### config.mk
export PLATFORM = sky130hd
export DESIGN_NAME = ffba_ram
export DESIGN_NICKNAME = d
export VERILOG_FILES = /design/src/sv/ffba_ram.sv
export SDC_FILE = /design/constraint.sdc
export NUM_CORES = 2
export LEC_CHECK = 0
export ABC_AREA = 0
export BUFFER_PORTS_ARGS = -buffer_cell sky130_fd_sc_hd__buf_4
export CORE_ASPECT_RATIO = 1.75
export CORE_MARGIN = 1.5
export CORE_UTILIZATION = 60
export CTS_CLUSTER_DIAMETER = 120
export DETAILED_ROUTE_END_ITERATION = 16
export GPL_TIMING_DRIVEN = 0
export PLACE_DENSITY = 0.76
export SYNTH_ARGS = -nofsm -noshare
export SYNTH_HDL_FRONTEND = slang
export SYNTH_MEMORY_MAX_BITS = 65536
export SYNTH_SLANG_ARGS = --single-unit
### constraint.sdc
create_clock -name clk -period 11.84 [get_ports clk]
set_input_delay 0.592 -clock clk [delete_from_list [all_inputs] [get_ports clk]]
set_output_delay 0.592 -clock clk [all_outputs]
set_load 0.01 [all_outputs]
### src/sv/ffba_ram.sv
// Generic single-write, single-read RAM with a registered read port.
module ffba_ram #(
  parameter int unsigned WIDTH = 65,
  parameter int unsigned DEPTH = 64
) (
  input  logic                     clk,
  input  logic                     wr_en,
  input  logic [$clog2(DEPTH)-1:0] wr_addr,
  input  logic [WIDTH-1:0]         wr_data,
  input  logic                     rd_en,
  input  logic [$clog2(DEPTH)-1:0] rd_addr,
  output logic [WIDTH-1:0]         rd_data
);

  logic [WIDTH-1:0] mem [DEPTH];

  always_ff @(posedge clk) begin
    if (wr_en) begin
      mem[wr_addr] <= wr_data;
    end
    if (rd_en) begin
      rd_data <= mem[rd_addr];
    end
  end

endmodule
After elaboration in Yosys (flattened, before gate mapping)
Memories as Yosys holds them, arrays and structs flattened. A register that Yosys moved wholly into a read port is not among the register bits.
Cells that the tools add are included.
{"block": "totals", "register_bits": 0, "input_bits": 80, "word_cells": 3, "out_inout_bits": 65, "ram_bits": 4160, "mem_count": 1, "romBits": 0, "latch_bits": 0}
{"name": "mem", "words": 64, "word_bits": 65, "rd": 1, "rd_ports_with_merged_regs": 1, "wr": 1, "line_no": "15", "text": "logic [WIDTH-1:0] mem [DEPTH];"}
{"block": "op_classes", "add_sub_neg": 0, "shifts": 0, "magnitude_cmp": 0, "n_mul": 0, "div_mod_pow": 0, "n_eq_ne": 0, "n_bitwise": 0, "reduce_logical": 0, "muxes": 2}
{"op": "$mux 1", "n": 2}

Logic depth before layout (Yosys ltp)
{"block": "logic_depth", "depth_word": 2, "depth_mapped": 9, "mapped_depth_nobuf": 4}

Least setup slack after synthesis
No wires, ideal clock.
{"block": "synth_timing", "path_type": "in2reg", "startpoint": "input wr_addr[3]", "endpoint": "memory mem[48][0], enable pin", "stages": 4, "arrival_ns": 5.531, "path_buffers": 1, "required_ns": 11.272, "setup_slack_ns": 5.742, "setup_time_ns": 0.568, "path_cell_list": "clkbuf_1 nor2b_1 nand4b_1 nor3_1"}
{"item": "start: declaration", "line_no": "8", "text": "input logic [$clog2(DEPTH)-1:0] wr_addr,"}
{"item": "end: declaration", "line_no": "15"}
Straight into the memory's write port.

==> metrics.md <==
| Metric | Value |
|---|---|
| PortBufs | around 140 |
| Avg Inst Size Synth | approximately 24 um^2 |
| Worst skew pair latency | 0.97 ns |
| Clock buffer depth | 4 |
| Post-CTS Setup Bufs | 0 |
| Placed instance area | 170000 um^2 |
| Overflow after GRT | 0 |
| CORE AREA | 263000 um^2 |
| Crit path max-delay family | buffers and inverters |
| Row cnt | 249 |
| Status | finished, violations left |
| Hold crit path type | input port to flop |
| Slew @ Worst Pin | approximately 1.7 ns |
| Clk root buf | clkbuf_16 |
| Post-synthesis cell type count | 26 |
| Crit path time final | between 4 and 5 ns |
| Hold Path Depth | 1 |
| Hold slack | around 0.15 ns |
| RD Place Congestion | slightly below 0.9 |
| M1 WL | 146000 um |
| CTS tree | done |
| Top Ports | around 150 |
| CTS resizes | 0 |
| Max-cap violations | 3 |
| Hold path start | wr_data[12] |
| Post-CTS Hold Fix Bufs | 0 |
| Startpoint Class | input port |
| P_leak | between 0.05 and 0.06 uW |
| Top Metal Used | met5 |
| Type of destination of the critical path | flop |
| R2R setup slack | 9.00 ns |
| Yosys warns | 0 |
| RSZ-0062 raised after global routing | no |
| Most frequent cells in the layout | edfxtp_1, mux4_2, clkbuf_16 |
| CP max FO | 17 |
| Slew Limit Fails | 33 |
| Slew margin rel. | -0.105 |
| Clock Pin Slew Worst Setup and Hold Paths | ~0.070 ns |
| PwrDens | 167 nW/um^2 |
| Synth Instances | 6606 |
| Buf/Inv on CP | 4 |
| Vias in the first global route | 86300 |
| Vias/cell | 7.75 |
| Cell mode on critical path | buf_2 |
| Most common cell after layout, fill and taps aside | edfxtp_1 |
| Area grow syn2layout | 14.6% |
| DR WL/cell | between 40 and 50 um |
| Crit Path Class | input port to flop |
| Post-Syn Area | ~160000 um^2 |
| DRC viols | 0 |
| CP required | 12.61 ns |
| Total Routing Usage GR | 0.418 |
| Cts bufs inserted | between 300 and 400 |
| DP Wirelength | around 350000 um |
| Worst vdd ir | around 120 uV |
| Initial Utilization | 0.604 |
| Post-route design area | around 180000 um^2 |
| Sequential share of the synthesized area | 0.798 |
| Full die area | ~270000 um^2 |
| CTS sink cnt | about 4200 |
| Share of cells above drive strength 1 | 0.299 |
| DRT Wirelength | around 550000 um |
| Vias | between 80000 and 90000 |
| # nets final | between 7000 and 8000 |
| Met2 routed WL | ~260000 um |
| Antenna Nets Post-Route | 0 |
| Failing checks | max-capacitance violations, max-slew violations |
| Reg-to-reg startpoint | mem[33][36] |
| RR Endpoint | rd_data[36] |
| CP cell instances | buf_4, buf_2, nor2b_1, buf_2, buf_1, a22oi_1, nand3b_1, o211a_1 |
| First-pass DRT Iterations | 9 |
| Pin count of the biggest net entering global routing | 66 |
| DR WL met3 | between 80000 and 90000 um |
| Slowest cell on the critical path | buf_2 |
| WP data arrival | 5.30 ns |
| Post-synthesis sequential element count | approximately 4200 |
| Die W | 392 um |
| Worst stage delay on the critical path | 1.12 ns |
| Max Freq | approximately 220 MHz |
| First-pass GRT wire length | around 730000 um |
| Antenna violations before repair | 40 |
| DIE HEIGHT | between 600 and 700 um |
| Synthesized Nets | around 6700 |
| H-tree depth | 5 |
| 1st-iter DRT viols | 17000 |
| Setup violators final | 0 |
| WHS Endpoint | mem[9][12] |
| Tcrit/Tclk final | 0.383 |
| Final Hold Violating Endpoints | 0 |
| Clk_skew | between 0.05 and 0.06 ns |
| Worst r2r path cells | 4 |
==> worst max-delay path by stage <==
stage,start,end,slack [ns],depth (start not counted)
finish,rd_addr[2],rd_data[32],7.31,8
global route,rd_addr[2],rd_data[31],7.44,8
CTS,rd_addr[2],rd_data[31],7.96,8
detailed placement,rd_addr[2],rd_data[32],7.05,8
global placement,wr_addr[3],mem[48][4],-3.00,4
floorplan,wr_addr[3],mem[48][0],5.74,4
==> state kept, by name, indices dropped and copies added (netlist names) <==
signal / flops
rd_data: 65
mem: 4160
==> kinds of logic (layout without fill, tap and decap cells) <==
family                 count (synthesis)  in the layout  synth area share
buffers and inverters                377           1426            0.0120
AND/OR/NAND/NOR                      295            295           0.00907
flip-flops                          4225           4225             0.798
other                                  0             53                 0
AO/OA/AOI/OAI                        566            566            0.0271
multiplexers                        1143           1143             0.154
==> through the flow <==
stage / TNS, ns / setup slack [ns] / util / cells / total power, uW
after floorplan: 0 / 5.74 / - / 6606 / 17700
after global placement: -383.95 / -3.00 / 0.625 / 10300 / 18500
after detailed placement: 0 / 7.05 / 0.647 / 10500 / 18600
after CTS: 0 / 7.96 / 0.691 / 11200 / 30200
after global routing: 0 / 7.44 / 0.692 / 11200 / 30800
final: 0 / 7.31 / 0.692 / 11200 / 30400
==> report_power, final <==
part	internal (uW)	leakage [uW]	switching, uW
clock network	6560	0.00560	5470
logic	550	0.0131	1200
registers	16600	0.0381	37.0
total	23700	0.0568	6710
==> cell usage after synthesis, drive strengths merged <==
cell type | count | area, um^2
nand2 | 8 | 30.0
nand3b | 25 | 188
clkbuf | 120 | 450
or2 | 2 | 12.5
or3b | 4 | 35.0
o211a | 65 | 651
mux4 | 1040 | 23400
nand4 | 2 | 12.5
nand2b | 9 | 56.3
and2 | 3 | 18.8
nand3 | 115 | 576
mux2i | 103 | 1030
edfxtp | 4225 | 127000
nand4b | 1 | 8.76
a22oi | 260 | 1950
o22ai | 130 | 813
o221ai | 46 | 403
nor2 | 112 | 420
nor3 | 2 | 10.0
or3 | 3 | 18.8
buf | 257 | 1460
a211oi | 65 | 488
nor2b | 9 | 56.3
==> worst reg2reg max path: stages (launching register included) <==
cell,delay (ns)
edfxtp_1,0.40
mux4_2,0.48
a22oi_1,0.34
nand3b_1,0.86
o211a_1,0.50
==> metal layers <==
layer | up-vias | global-route usage
li1 | 30300 | -
met3 | 3075 | 0.152
met5 | - | 0
met1 | 43400 | 0.457
met2 | 10200 | 0.645
met4 | 46 | 0.361
==> final cells by class <==
cell class,instances,area [um^2]
fillers,14600,81100
well taps,3514,4400
clock inverters,212,2250
clock buffers,426,9280
flip-flops and latches,4225,127000
repair buffers,411,6610
diodes,53,133
multi-input cells,2004,30700
plain buffers,377,1930
Power figures use the tool's default switching activity.
